**src/hdl/shad_pkg.sv**
```systemverilog
// Package for the half-step stepper driver: command codes, register indexes,
// widths, reset values, shared structs and the coil pattern table.
// No dependencies.
package shad_pkg;

  typedef enum logic [1:0] {
    OP_TICK  = 2'd0,
    OP_ANGLE = 2'd1,
    OP_CONT  = 2'd2,
    OP_DIR   = 2'd3
  } op_e;

  localparam int unsigned CFG_IDX_W  = 2;
  localparam int unsigned CFG_DATA_W = 11;
  localparam int unsigned CPR_W      = 11;
  localparam int unsigned IVL_W      = 10;
  localparam int unsigned NUM_W      = 10;
  localparam int unsigned CNT_W      = 12;
  localparam int unsigned SCALED_W   = 21;

  localparam logic [CFG_IDX_W-1:0] CFG_CYCLES_PER_REV = 2'd0;
  localparam logic [CFG_IDX_W-1:0] CFG_CONT_INTERVAL  = 2'd1;

  localparam logic [CPR_W-1:0]    CPR_RESET   = 11'd512;
  localparam logic [IVL_W-1:0]    CI_RESET    = 10'd5;
  localparam logic [IVL_W-1:0]    IVL_RESET   = 10'd30;
  localparam logic [2:0]          PHASE_LAST  = 3'd7;
  localparam logic [CNT_W-1:0]    CNT_MAX     = 12'hFFF;
  localparam logic [SCALED_W-1:0] DEG_PER_REV = 21'd360;
  // Largest target count (4095) times 360; products above it saturate here.
  localparam logic [SCALED_W-1:0] SCALED_MAX  = 21'd1474200;

  localparam logic [7:0] ASCII_ZERO = 8'h30;
  localparam logic [7:0] ASCII_NINE = 8'h39;

  typedef struct packed {
    op_e              op;
    logic [NUM_W-1:0] angle;
    logic [NUM_W-1:0] interval;
  } cmd_t;

  typedef struct packed {
    logic [CPR_W-1:0] cycles_per_rev;
    logic [IVL_W-1:0] cont_interval;
  } cfg_t;

  typedef struct packed {
    logic [3:0] coils;
    logic       running;
    logic       run_finished;
  } res_t;

  // Coil bits: bit 0 is A, bit 1 B, bit 2 C, bit 3 D.
  function automatic logic [3:0] coil_pattern(logic rev, logic [2:0] ph);
    logic [3:0] fwd;
    case (rev ? (3'd7 - ph) : ph)
      3'd0:    fwd = 4'h1;
      3'd1:    fwd = 4'h3;
      3'd2:    fwd = 4'h2;
      3'd3:    fwd = 4'h6;
      3'd4:    fwd = 4'h4;
      3'd5:    fwd = 4'hC;
      3'd6:    fwd = 4'h8;
      3'd7:    fwd = 4'h9;
      default: fwd = 4'h0;
    endcase
    return fwd;
  endfunction

endpackage

```
**src/hdl/shad_if.sv**
```systemverilog
// Valid/ready channel interfaces of the stepper driver: command items,
// result items and configuration writes. Depends on shad_pkg.
interface shad_item_if;
  import shad_pkg::*;
  logic       valid;
  logic       ready;
  logic [1:0] opcode;
  logic [7:0] angle_hundreds;
  logic [7:0] angle_tens;
  logic [7:0] angle_ones;
  logic [7:0] interval_hundreds;
  logic [7:0] interval_tens;
  logic [7:0] interval_ones;

  modport source (output valid, opcode, angle_hundreds, angle_tens, angle_ones,
                  interval_hundreds, interval_tens, interval_ones, input ready);
  modport sink (input valid, opcode, angle_hundreds, angle_tens, angle_ones,
                interval_hundreds, interval_tens, interval_ones, output ready);
endinterface

interface shad_result_if;
  logic valid;
  logic ready;
  logic coil_a;
  logic coil_b;
  logic coil_c;
  logic coil_d;
  logic running;
  logic run_finished;

  modport source (output valid, coil_a, coil_b, coil_c, coil_d, running, run_finished,
                  input ready);
  modport sink (input valid, coil_a, coil_b, coil_c, coil_d, running, run_finished,
                output ready);
endinterface

interface shad_cfg_if;
  import shad_pkg::*;
  logic                  valid;
  logic                  ready;
  logic [CFG_IDX_W-1:0]  index;
  logic [CFG_DATA_W-1:0] data;

  modport source (output valid, index, data, input ready);
  modport sink (input valid, index, data, output ready);
endinterface

```
**src/hdl/shad_parse.sv**
```systemverilog
// Three-character ASCII decimal parser that stops at the first non-digit.
// Depends on shad_pkg.
module shad_parse (
  input  logic [7:0]                 char0_i,
  input  logic [7:0]                 char1_i,
  input  logic [7:0]                 char2_i,
  output logic [shad_pkg::NUM_W-1:0] value_o
);
  import shad_pkg::*;

  logic             ok0, ok1, ok2;
  logic [NUM_W-1:0] d0, d1, d2;

  assign ok0 = (char0_i >= ASCII_ZERO) && (char0_i <= ASCII_NINE);
  assign ok1 = ok0 && (char1_i >= ASCII_ZERO) && (char1_i <= ASCII_NINE);
  assign ok2 = ok1 && (char2_i >= ASCII_ZERO) && (char2_i <= ASCII_NINE);

  // For a digit character the low nibble is the digit value.
  assign d0 = NUM_W'(char0_i[3:0]);
  assign d1 = NUM_W'(char1_i[3:0]);
  assign d2 = NUM_W'(char2_i[3:0]);

  always_comb begin
    if (ok2) begin
      value_o = d0 * NUM_W'(100) + d1 * NUM_W'(10) + d2;
    end else if (ok1) begin
      value_o = d0 * NUM_W'(10) + d1;
    end else if (ok0) begin
      value_o = d0;
    end else begin
      value_o = '0;
    end
  end

endmodule

```
**src/hdl/shad_cfg_regs.sv**
```systemverilog
// Configuration registers of the stepper driver: cycles per revolution and
// continuous-mode step interval. Depends on shad_pkg and shad_cfg_if.
module shad_cfg_regs (
  input  logic            clk_i,
  input  logic            rst_ni,
  shad_cfg_if.sink        cfg_i,
  output shad_pkg::cfg_t  cfg_o
);
  import shad_pkg::*;

  logic [CPR_W-1:0] cpr_q;
  logic [IVL_W-1:0] ci_q;
  logic             wr;

  assign cfg_i.ready = 1'b1;
  assign wr = cfg_i.valid && cfg_i.ready;

  always_ff @(posedge clk_i or negedge rst_ni) begin
    if (!rst_ni) begin
      cpr_q <= CPR_RESET;
      ci_q  <= CI_RESET;
    end else if (wr) begin
      case (cfg_i.index)
        CFG_CYCLES_PER_REV: cpr_q <= cfg_i.data[CPR_W-1:0];
        CFG_CONT_INTERVAL:  ci_q  <= cfg_i.data[IVL_W-1:0];
        default: ;
      endcase
    end
  end

  assign cfg_o.cycles_per_rev = cpr_q;
  assign cfg_o.cont_interval  = ci_q;

endmodule

```
**src/hdl/shad_motor.sv**
```systemverilog
// Motor state and step logic: interval timer, phase sequencer, cycle count
// and target check. Depends on shad_pkg.
module shad_motor (
  input  logic            clk_i,
  input  logic            rst_ni,
  input  logic            en_i,
  input  shad_pkg::cmd_t  cmd_i,
  input  shad_pkg::cfg_t  cfg_i,
  output shad_pkg::res_t  res_o
);
  import shad_pkg::*;

  logic [2:0]          phase_q, phase_d;
  logic                rev_q, rev_d;
  logic                active_q, active_d;
  logic                endless_q, endless_d;
  logic [CNT_W-1:0]    cnt_q, cnt_d;
  // Scaled count: always cnt_q * 360, so the target check needs no divider.
  logic [SCALED_W-1:0] cs_q, cs_d;
  // Target kept as cycles_per_rev * angle, saturated at 4095 * 360.
  logic [SCALED_W-1:0] tgt_q, tgt_d;
  logic [IVL_W-1:0]    ivl_q, ivl_d;
  logic [IVL_W-1:0]    ms_q, ms_d;
  logic [3:0]          coil_q, coil_d;

  logic [IVL_W-1:0]    ms_inc;
  logic [SCALED_W-1:0] product;
  logic [SCALED_W-1:0] cs_step;
  logic [SCALED_W-1:0] tgt_diff;
  logic [CNT_W-1:0]    cnt_step;
  logic                hit;
  logic                finished;

  assign ms_inc  = ms_q + IVL_W'(1);
  assign product = SCALED_W'(cfg_i.cycles_per_rev) * SCALED_W'(cmd_i.angle);

  always_comb begin
    phase_d   = phase_q;
    rev_d     = rev_q;
    active_d  = active_q;
    endless_d = endless_q;
    cnt_d     = cnt_q;
    cs_d      = cs_q;
    tgt_d     = tgt_q;
    ivl_d     = ivl_q;
    ms_d      = ms_q;
    coil_d    = coil_q;
    finished  = 1'b0;
    cnt_step  = cnt_q;
    cs_step   = cs_q;
    tgt_diff  = '0;
    hit       = 1'b0;

    case (cmd_i.op)
      OP_TICK: begin
        if (active_q) begin
          if (ms_inc >= ivl_q) begin
            ms_d    = '0;
            coil_d  = coil_pattern(rev_q, phase_q);
            phase_d = phase_q + 3'd1;
            if (phase_q == PHASE_LAST) begin
              cnt_step = cnt_q + CNT_W'(1);
              cs_step  = (cnt_q == CNT_MAX) ? '0 : cs_q + DEG_PER_REV;
            end
            // Count equals floor(target/360) when 0 <= target - scaled < 360.
            tgt_diff = tgt_q - cs_step;
            hit      = (tgt_q >= cs_step) && (tgt_diff < DEG_PER_REV);
            if (!endless_q && hit) begin
              active_d = 1'b0;
              cnt_d    = '0;
              cs_d     = '0;
              finished = 1'b1;
            end else begin
              cnt_d = cnt_step;
              cs_d  = cs_step;
            end
          end else begin
            ms_d = ms_inc;
          end
        end
      end
      OP_ANGLE: begin
        tgt_d     = (product > SCALED_MAX) ? SCALED_MAX : product;
        ivl_d     = (cmd_i.interval == '0) ? IVL_W'(1) : cmd_i.interval;
        endless_d = 1'b0;
        active_d  = 1'b1;
        cnt_d     = '0;
        cs_d      = '0;
        ms_d      = '0;
      end
      OP_CONT: begin
        ivl_d     = (cfg_i.cont_interval == '0) ? IVL_W'(1) : cfg_i.cont_interval;
        endless_d = 1'b1;
        active_d  = 1'b1;
        cnt_d     = '0;
        cs_d      = '0;
        ms_d      = '0;
      end
      OP_DIR: begin
        rev_d = !rev_q;
      end
      default: ;
    endcase
  end

  always_ff @(posedge clk_i or negedge rst_ni) begin
    if (!rst_ni) begin
      phase_q   <= '0;
      rev_q     <= 1'b1;
      active_q  <= 1'b0;
      endless_q <= 1'b0;
      cnt_q     <= '0;
      cs_q      <= '0;
      tgt_q     <= '0;
      ivl_q     <= IVL_RESET;
      ms_q      <= '0;
      coil_q    <= '0;
    end else if (en_i) begin
      phase_q   <= phase_d;
      rev_q     <= rev_d;
      active_q  <= active_d;
      endless_q <= endless_d;
      cnt_q     <= cnt_d;
      cs_q      <= cs_d;
      tgt_q     <= tgt_d;
      ivl_q     <= ivl_d;
      ms_q      <= ms_d;
      coil_q    <= coil_d;
    end
  end

  assign res_o.coils        = coil_d;
  assign res_o.running      = active_d;
  assign res_o.run_finished = finished;

  a_scaled_count: assert property (@(posedge clk_i) disable iff (!rst_ni)
    cs_q == SCALED_W'(cnt_q) * DEG_PER_REV)
    else $error("scaled count out of step with cycle count");

  a_timer_bound: assert property (@(posedge clk_i) disable iff (!rst_ni)
    (ivl_q != '0) && (ms_q < ivl_q))
    else $error("millisecond timer reached the step interval");

  a_target_sat: assert property (@(posedge clk_i) disable iff (!rst_ni)
    tgt_q <= SCALED_MAX)
    else $error("stored target exceeds saturation limit");

endmodule

```
**src/hdl/stepper_half_step_angle_driver_core.sv**
```systemverilog
// Top level of the four-coil half-step stepper driver: input register,
// digit parsers, motor state logic and result register.
// Depends on shad_pkg, shad_if, shad_parse, shad_cfg_regs and shad_motor.

// The block takes one command transaction per clock cycle while the result
// side keeps up; back-pressure on results can stall it. An accepted command
// sits in an input register until it is applied, is decoded and applied to
// the motor state in a single pass, and its result is registered. The path
// between the two registers is set by the angle product (an 11 by 10 bit
// multiply) and the target compare. The command side stays ready while a
// result waits, until both the input and the result register are full.
module stepper_half_step_angle_driver_core (
  input  logic           clk_i,
  input  logic           rst_ni,
  shad_item_if.sink      item_i,
  shad_result_if.source  result_o,
  shad_cfg_if.sink       cfg_i
);
  import shad_pkg::*;

  logic       in_valid_q;
  logic [1:0] opcode_q;
  logic [7:0] ang_h_q, ang_t_q, ang_o_q;
  logic [7:0] ivl_h_q, ivl_t_q, ivl_o_q;
  logic       out_valid_q;
  res_t       res_q;

  logic       accept;
  logic       advance;
  cmd_t       cmd;
  cfg_t       cfg;
  res_t       res;

  assign advance      = in_valid_q && (!out_valid_q || result_o.ready);
  assign item_i.ready = !in_valid_q || advance;
  assign accept       = item_i.valid && item_i.ready;

  always_ff @(posedge clk_i or negedge rst_ni) begin
    if (!rst_ni) begin
      in_valid_q <= 1'b0;
    end else if (accept) begin
      in_valid_q <= 1'b1;
    end else if (advance) begin
      in_valid_q <= 1'b0;
    end
  end

  always_ff @(posedge clk_i) begin
    if (accept) begin
      opcode_q <= item_i.opcode;
      ang_h_q  <= item_i.angle_hundreds;
      ang_t_q  <= item_i.angle_tens;
      ang_o_q  <= item_i.angle_ones;
      ivl_h_q  <= item_i.interval_hundreds;
      ivl_t_q  <= item_i.interval_tens;
      ivl_o_q  <= item_i.interval_ones;
    end
  end

  assign cmd.op = op_e'(opcode_q);

  shad_parse u_parse_angle (
    .char0_i (ang_h_q),
    .char1_i (ang_t_q),
    .char2_i (ang_o_q),
    .value_o (cmd.angle)
  );

  shad_parse u_parse_interval (
    .char0_i (ivl_h_q),
    .char1_i (ivl_t_q),
    .char2_i (ivl_o_q),
    .value_o (cmd.interval)
  );

  shad_cfg_regs u_cfg_regs (
    .clk_i  (clk_i),
    .rst_ni (rst_ni),
    .cfg_i  (cfg_i),
    .cfg_o  (cfg)
  );

  shad_motor u_motor (
    .clk_i  (clk_i),
    .rst_ni (rst_ni),
    .en_i   (advance),
    .cmd_i  (cmd),
    .cfg_i  (cfg),
    .res_o  (res)
  );

  always_ff @(posedge clk_i or negedge rst_ni) begin
    if (!rst_ni) begin
      out_valid_q <= 1'b0;
    end else if (advance) begin
      out_valid_q <= 1'b1;
    end else if (result_o.ready) begin
      out_valid_q <= 1'b0;
    end
  end

  always_ff @(posedge clk_i) begin
    if (advance) begin
      res_q <= res;
    end
  end

  assign result_o.valid        = out_valid_q;
  assign result_o.coil_a       = res_q.coils[0];
  assign result_o.coil_b       = res_q.coils[1];
  assign result_o.coil_c       = res_q.coils[2];
  assign result_o.coil_d       = res_q.coils[3];
  assign result_o.running      = res_q.running;
  assign result_o.run_finished = res_q.run_finished;

  a_no_drop: assert property (@(posedge clk_i) disable iff (!rst_ni)
    in_valid_q && !advance |=> in_valid_q)
    else $error("pending command left the input register without being applied");

  a_advance_result: assert property (@(posedge clk_i) disable iff (!rst_ni)
    advance |=> out_valid_q)
    else $error("applied command produced no result");

  a_finish_stops: assert property (@(posedge clk_i) disable iff (!rst_ni)
    out_valid_q && res_q.run_finished |-> !res_q.running)
    else $error("finished run still reported as running");

endmodule
```
**src/flat_wrapper.sv**
```systemverilog
// flat-port wrapper written by rule: the top's interface ports become plain ports
module stepper_half_step_angle_driver_core_flat import shad_pkg::*;
  (clk_i, rst_ni, item_i_valid, item_i_opcode, item_i_angle_hundreds, item_i_angle_tens, item_i_angle_ones, item_i_interval_hundreds, item_i_interval_tens, item_i_interval_ones, item_i_ready, result_o_valid, result_o_coil_a, result_o_coil_b, result_o_coil_c, result_o_coil_d, result_o_running, result_o_run_finished, result_o_ready, cfg_i_valid, cfg_i_index, cfg_i_data, cfg_i_ready);
  shad_item_if item_i_i ();
  shad_result_if result_o_i ();
  shad_cfg_if cfg_i_i ();
  input  logic clk_i;
  input  logic rst_ni;
  input wire logic [$bits(item_i_i.valid)-1:0] item_i_valid;
  input wire logic [$bits(item_i_i.opcode)-1:0] item_i_opcode;
  input wire logic [$bits(item_i_i.angle_hundreds)-1:0] item_i_angle_hundreds;
  input wire logic [$bits(item_i_i.angle_tens)-1:0] item_i_angle_tens;
  input wire logic [$bits(item_i_i.angle_ones)-1:0] item_i_angle_ones;
  input wire logic [$bits(item_i_i.interval_hundreds)-1:0] item_i_interval_hundreds;
  input wire logic [$bits(item_i_i.interval_tens)-1:0] item_i_interval_tens;
  input wire logic [$bits(item_i_i.interval_ones)-1:0] item_i_interval_ones;
  output wire logic [$bits(item_i_i.ready)-1:0] item_i_ready;
  output wire logic [$bits(result_o_i.valid)-1:0] result_o_valid;
  output wire logic [$bits(result_o_i.coil_a)-1:0] result_o_coil_a;
  output wire logic [$bits(result_o_i.coil_b)-1:0] result_o_coil_b;
  output wire logic [$bits(result_o_i.coil_c)-1:0] result_o_coil_c;
  output wire logic [$bits(result_o_i.coil_d)-1:0] result_o_coil_d;
  output wire logic [$bits(result_o_i.running)-1:0] result_o_running;
  output wire logic [$bits(result_o_i.run_finished)-1:0] result_o_run_finished;
  input wire logic [$bits(result_o_i.ready)-1:0] result_o_ready;
  input wire logic [$bits(cfg_i_i.valid)-1:0] cfg_i_valid;
  input wire logic [$bits(cfg_i_i.index)-1:0] cfg_i_index;
  input wire logic [$bits(cfg_i_i.data)-1:0] cfg_i_data;
  output wire logic [$bits(cfg_i_i.ready)-1:0] cfg_i_ready;
  assign item_i_i.valid = item_i_valid;
  assign item_i_i.opcode = item_i_opcode;
  assign item_i_i.angle_hundreds = item_i_angle_hundreds;
  assign item_i_i.angle_tens = item_i_angle_tens;
  assign item_i_i.angle_ones = item_i_angle_ones;
  assign item_i_i.interval_hundreds = item_i_interval_hundreds;
  assign item_i_i.interval_tens = item_i_interval_tens;
  assign item_i_i.interval_ones = item_i_interval_ones;
  assign item_i_ready = item_i_i.ready;
  assign result_o_valid = result_o_i.valid;
  assign result_o_coil_a = result_o_i.coil_a;
  assign result_o_coil_b = result_o_i.coil_b;
  assign result_o_coil_c = result_o_i.coil_c;
  assign result_o_coil_d = result_o_i.coil_d;
  assign result_o_running = result_o_i.running;
  assign result_o_run_finished = result_o_i.run_finished;
  assign result_o_i.ready = result_o_ready;
  assign cfg_i_i.valid = cfg_i_valid;
  assign cfg_i_i.index = cfg_i_index;
  assign cfg_i_i.data = cfg_i_data;
  assign cfg_i_ready = cfg_i_i.ready;
  stepper_half_step_angle_driver_core u_core (.clk_i(clk_i), .rst_ni(rst_ni), .item_i(item_i_i), .result_o(result_o_i), .cfg_i(cfg_i_i));
endmodule
```
**config.mk**
```make
export PLATFORM = sky130hd
export DESIGN_NAME = stepper_half_step_angle_driver_core_flat
export DESIGN_NICKNAME = d
export VERILOG_FILES = /design/src/hdl/shad_pkg.sv /design/src/hdl/shad_if.sv /design/src/hdl/shad_parse.sv /design/src/hdl/shad_cfg_regs.sv /design/src/hdl/shad_motor.sv /design/src/hdl/stepper_half_step_angle_driver_core.sv /design/src/flat_wrapper.sv
export SDC_FILE = /design/constraint.sdc
export NUM_CORES = 1
export LEC_CHECK = 0
export ABC_AREA = 1
export BUFFER_PORTS_ARGS = -buffer_cell sky130_fd_sc_hd__buf_2
export CAP_MARGIN = 20
export CORE_ASPECT_RATIO = 0.7
export CORE_MARGIN = 1
export CORE_UTILIZATION = 60
export CTS_CLUSTER_DIAMETER = 150
export DETAILED_ROUTE_END_ITERATION = 10
export PLACE_DENSITY = 0.75
export RECOVER_POWER = 50
export SETUP_SLACK_MARGIN = 0.15
export SYNTH_ARGS = -nofsm -noshare
export SYNTH_HDL_FRONTEND = slang
export SYNTH_SLANG_ARGS = --single-unit
```
**constraint.sdc**
```tcl
create_clock -name clk_i -period 11.21 [get_ports clk_i]
set_input_delay 1.121 -clock clk_i [delete_from_list [all_inputs] [get_ports clk_i]]
set_output_delay 1.121 -clock clk_i [all_outputs]
set_load 0.05 [all_outputs]
```
==> run_results.csv <==
group,metric,value,unit
outcome,status,"complete, but fails checks",
outcome,violations,"max-capacitance violations, max-slew violations",
routing,dr_total_vias,13200,
sta,worst_slack,2.58,ns
worst_setup_path,critPathLaunchType,"flip-flop",
final_layout,utilization,66.6,%
final_layout,register_area,0.00437,mm2
sta,rsz0062_at_grt,"no",
sta,setup_violations,0,
yosys,synth_edf_count,56,
final_layout,multiInputGateArea,0.00936,mm2
floorplan,die-area,0.0261,mm2
clock_network,cts_buffers,17,
sta,hold_viol,0,
yosys,netlist_area,0.0153,mm2
floorplan,pin_count,77,
floorplan,core,0.0248,mm2
yosys,synth_top_area_share,16.2,%
floorplan,fp-row-count,48,
yosys,ys_seq_area_share,28.6,%
pwr,power_frac_comb,39.2,%
pwr,seqPwrFrac,35.0,%
yosys,synth_top_cells_by_count,"nand2_1 (471), inv_1 (369), nor2_1 (190)",
routing,drt_iter0_markers,1201,
clock_network,cts_tree,"yes",
worst_setup_path,critPathKind,"reg2reg",
routing,viasPerCell,5.51,
clock_network,cts_resized,0,
clock_network,htreeDepth,4,
sta,tightest_slew,3.08,ns
clock_network,root_buffer,"clkbuf_16",
pwr,fin_total_pwr,2280,uW
pwr,p_per_area,138,mW/mm2
sta,setup_tns,0,ns
worst_setup_path,worst_setup_path_end_kind,"flip-flop",
grt,grt_start_max_net_pins,59,
routing,detail-route-antenna-nets,0,
grt,grtUsageTotal,29.6,%
worst_setup_path,reg2reg_slack,2.58,ns
sta,max-slew-margin-rel,-105,%
worst_setup_path,cp_max_fo,19,
yosys,yosys_warnings,0,
grt,antenna_found_initial,0,
clock_network,clkTransAtPathRegs,0.07,ns
yosys,yosys_register_bits,163,
pwr,p_int,1350,uW
final_layout,final_nets,2375,
worst_setup_path,max_stage_delay,0.56,ns
worst_setup_path,critPathMostFrequentCell,"nand2_1",
routing,drcViolationCount,0,
clock_network,clk_latency,0.45,ns
yosys,synthCells,1979,
grt,grt_pass1_vias,12600,
place,place_hpwl,28.9,mm
yosys,synth_nets,2300,
yosys,yosysMostFrequentCell,"nand2_1",
sta,layout_min_cycle_time,8.63,ns
worst_setup_path,worstPathRequired,11.57,ns
place,gp_congestion,0.961,
worst_setup_path,worstPathArrival,8.99,ns
yosys,ys_types,56,
worst_setup_path,critPathSlowestCell,"fa_1",
final_layout,fillers,2168,
pwr,power.switching,935,uW
pwr,irDropWorstVdd,0.000119,V
yosys,synthTopCellsByArea,"dfrtp_1 (16%), ha_1 (14%), nand2_1 (12%), edfxtp_1 (11%), fa_1 (11%)",
clock_network,clk_path_buf_depth,2,
place,post-place-ws,2.73,ns
grt,grt.overflow.total,0,
sta,clock_skew,0.0104,ns
clock_network,postCtsSetupRepairBufs,0,
floorplan,start_util,61.6,%
pwr,p_sw_share,40.9,%
sta,period_share,77.0,%
pwr,power.static_leakage,0.00863,uW
pwr,pwr-share-clk,25.8,%
yosys,async_reset_ff_share,65.6,%
yosys,syn_avg_cell_area,7.72,um2
grt,grt_pass1_wl,61.3,mm
final_layout,n_antenna_cell,0,
worst_hold_path,hold_class,"reg2reg",
sta,drv_slew,110,
yosys,synth-main-ff-cell,"dfrtp_1",
yosys,yosysTopAreaCell,"dfrtp_1",
job,drv_cap,2,
routing,drt-wirelength-per-cell,15.1,um
floorplan,dieWidth,193,um
clock_network,cts_hold_buf,0,
floorplan,die_height,135,um
routing,drt_wl_total,36.2,mm
final_layout,area_delta_synth_final,8.24,%
sta,max_freq,0.116,GHz
clock_network,cts_sinks,163,
final_layout,layout-drive-gt1-share,8.90,%
routing,dr.pass1.iters,5,
place,portBuffers,75,
-- final cells by class --
class,count,area share (%)
clock inverters,12,0.696
well taps,325,2.46
clock buffers,20,2.77
flip-flops and latches,163,26.4
repair buffers,78,2.37
inverters,380,8.64
multi-input cells,1414,56.6
-- final timing paths --
kind                                          from                         end  depth (start not counted)
max                              u_core.ang_t_q[1]     u_core.u_motor.tgt_q[4]                         35
min                        u_core.u_motor.ivl_q[4]     u_core.u_motor.ivl_q[4]                          2
max reg2reg                      u_core.ang_t_q[1]     u_core.u_motor.tgt_q[4]                         35
min reg2reg                u_core.u_motor.ivl_q[4]     u_core.u_motor.ivl_q[4]                          2
max in group asynchronous                   rst_ni  u_core.u_cfg_regs.cpr_q[8]                          2
min in group asynchronous                   rst_ni     u_core.u_motor.cs_q[13]                          1
-- power groups by stage --
stage	combinational (uW)	sequential, uW	clock, uW
floorplan	664	794	0
global placement	845	805	0
detailed placement	873	807	0
CTS	883	798	595
global route	1020	810	614
finish	896	799	588
-- layer usage --
| layer | wire [um] | vias to the layer above | GRT usage (%) | share of wire, % |
|---|---|---|---|---|
| met1 | 17900 | 6209 | 45.1 | 49 |
| met2 | 15100 | 470 | 43.6 | 42 |
| met5 | 0 | - | 0 | 0 |
| li1 | - | 6446 | - | - |
| met4 | 517 | 0 | 6.91 | 1.4 |
| met3 | 2650 | 45 | 5.00 | 7.3 |
-- cell usage in the layout, fill, tap and decap left out, types with 22 or more instances in the layout --
master | Yosys | routed
dfrtp_1 | 99 | 99
nor2_1 | 190 | 190
o21ai_0 | 76 | 76
xor2_1 | 25 | 25
nand2_1 | 471 | 471
buf_2 | 2 | 73
ha_1 | 169 | 169
o22ai_1 | 22 | 22
fa_1 | 84 | 84
a21oi_1 | 79 | 78
or2_2 | 23 | 23
edfxtp_1 | 56 | 56
inv_1 | 369 | 368
nand3_1 | 110 | 110
-- state kept, by name, summed over array words and instances, names as in the netlist, 2 cells and up --
signal	flops
u_core.u_motor.cnt_q	12
u_core.u_motor.cs_q	21
u_core.ivl_h_q	8
u_core.u_motor.tgt_q	21
u_core.u_motor.phase_q	3
u_core.ivl_t_q	8
u_core.opcode_q	2
u_core.u_motor.coil_q	4
u_core.ang_t_q	8
u_core.ivl_o_q	8
u_core.u_cfg_regs.cpr_q	11
u_core.u_motor.ivl_q	10
u_core.u_motor.ms_q	10
u_core.ang_h_q	8
u_core.u_cfg_regs.ci_q	10
u_core.ang_o_q	8
-- cells by family (layout without fill, tap and decap cells) --
group                      count (synthesis)  after routing  synth area share (%)
other                                      1              1                0.0246
xor gates and xnor gates                  46             46                  2.64
muxes                                      1              1                0.0655
adders and majority gates                253            253                  24.9
AOI/OAI and AO/OA                        237            237                  9.31
buffers and inverters                    402            490                  10.1
DFF                                      163            163                  28.6
and+or+nand+nor                          876            876                  24.4
-- critical path: cells and delay by family, from the launching register on --
family,cells,cell delay [ns]
xor gates and xnor gates,1,0.30
adders and majority gates,11,4.66
AOI/OAI and AO/OA,5,0.91
buffers and inverters,5,0.48
and+or+nand+nor,13,1.74
DFF,1,0.46
-- per-stage QoR --
stage / area [um2] / cells / hold slack (ns)
final: 16500 / 2392 / 0.484
after global routing: 16500 / 2392 / 0.511
after CTS: 16500 / 2392 / 0.490
after detailed placement: 16000 / 2360 / 0.478
after global placement: 16000 / 2360 / 0.475
after floorplan: 15300 / 1979 / 0.449
No activity file was read; power rests on OpenSTA's default activity.
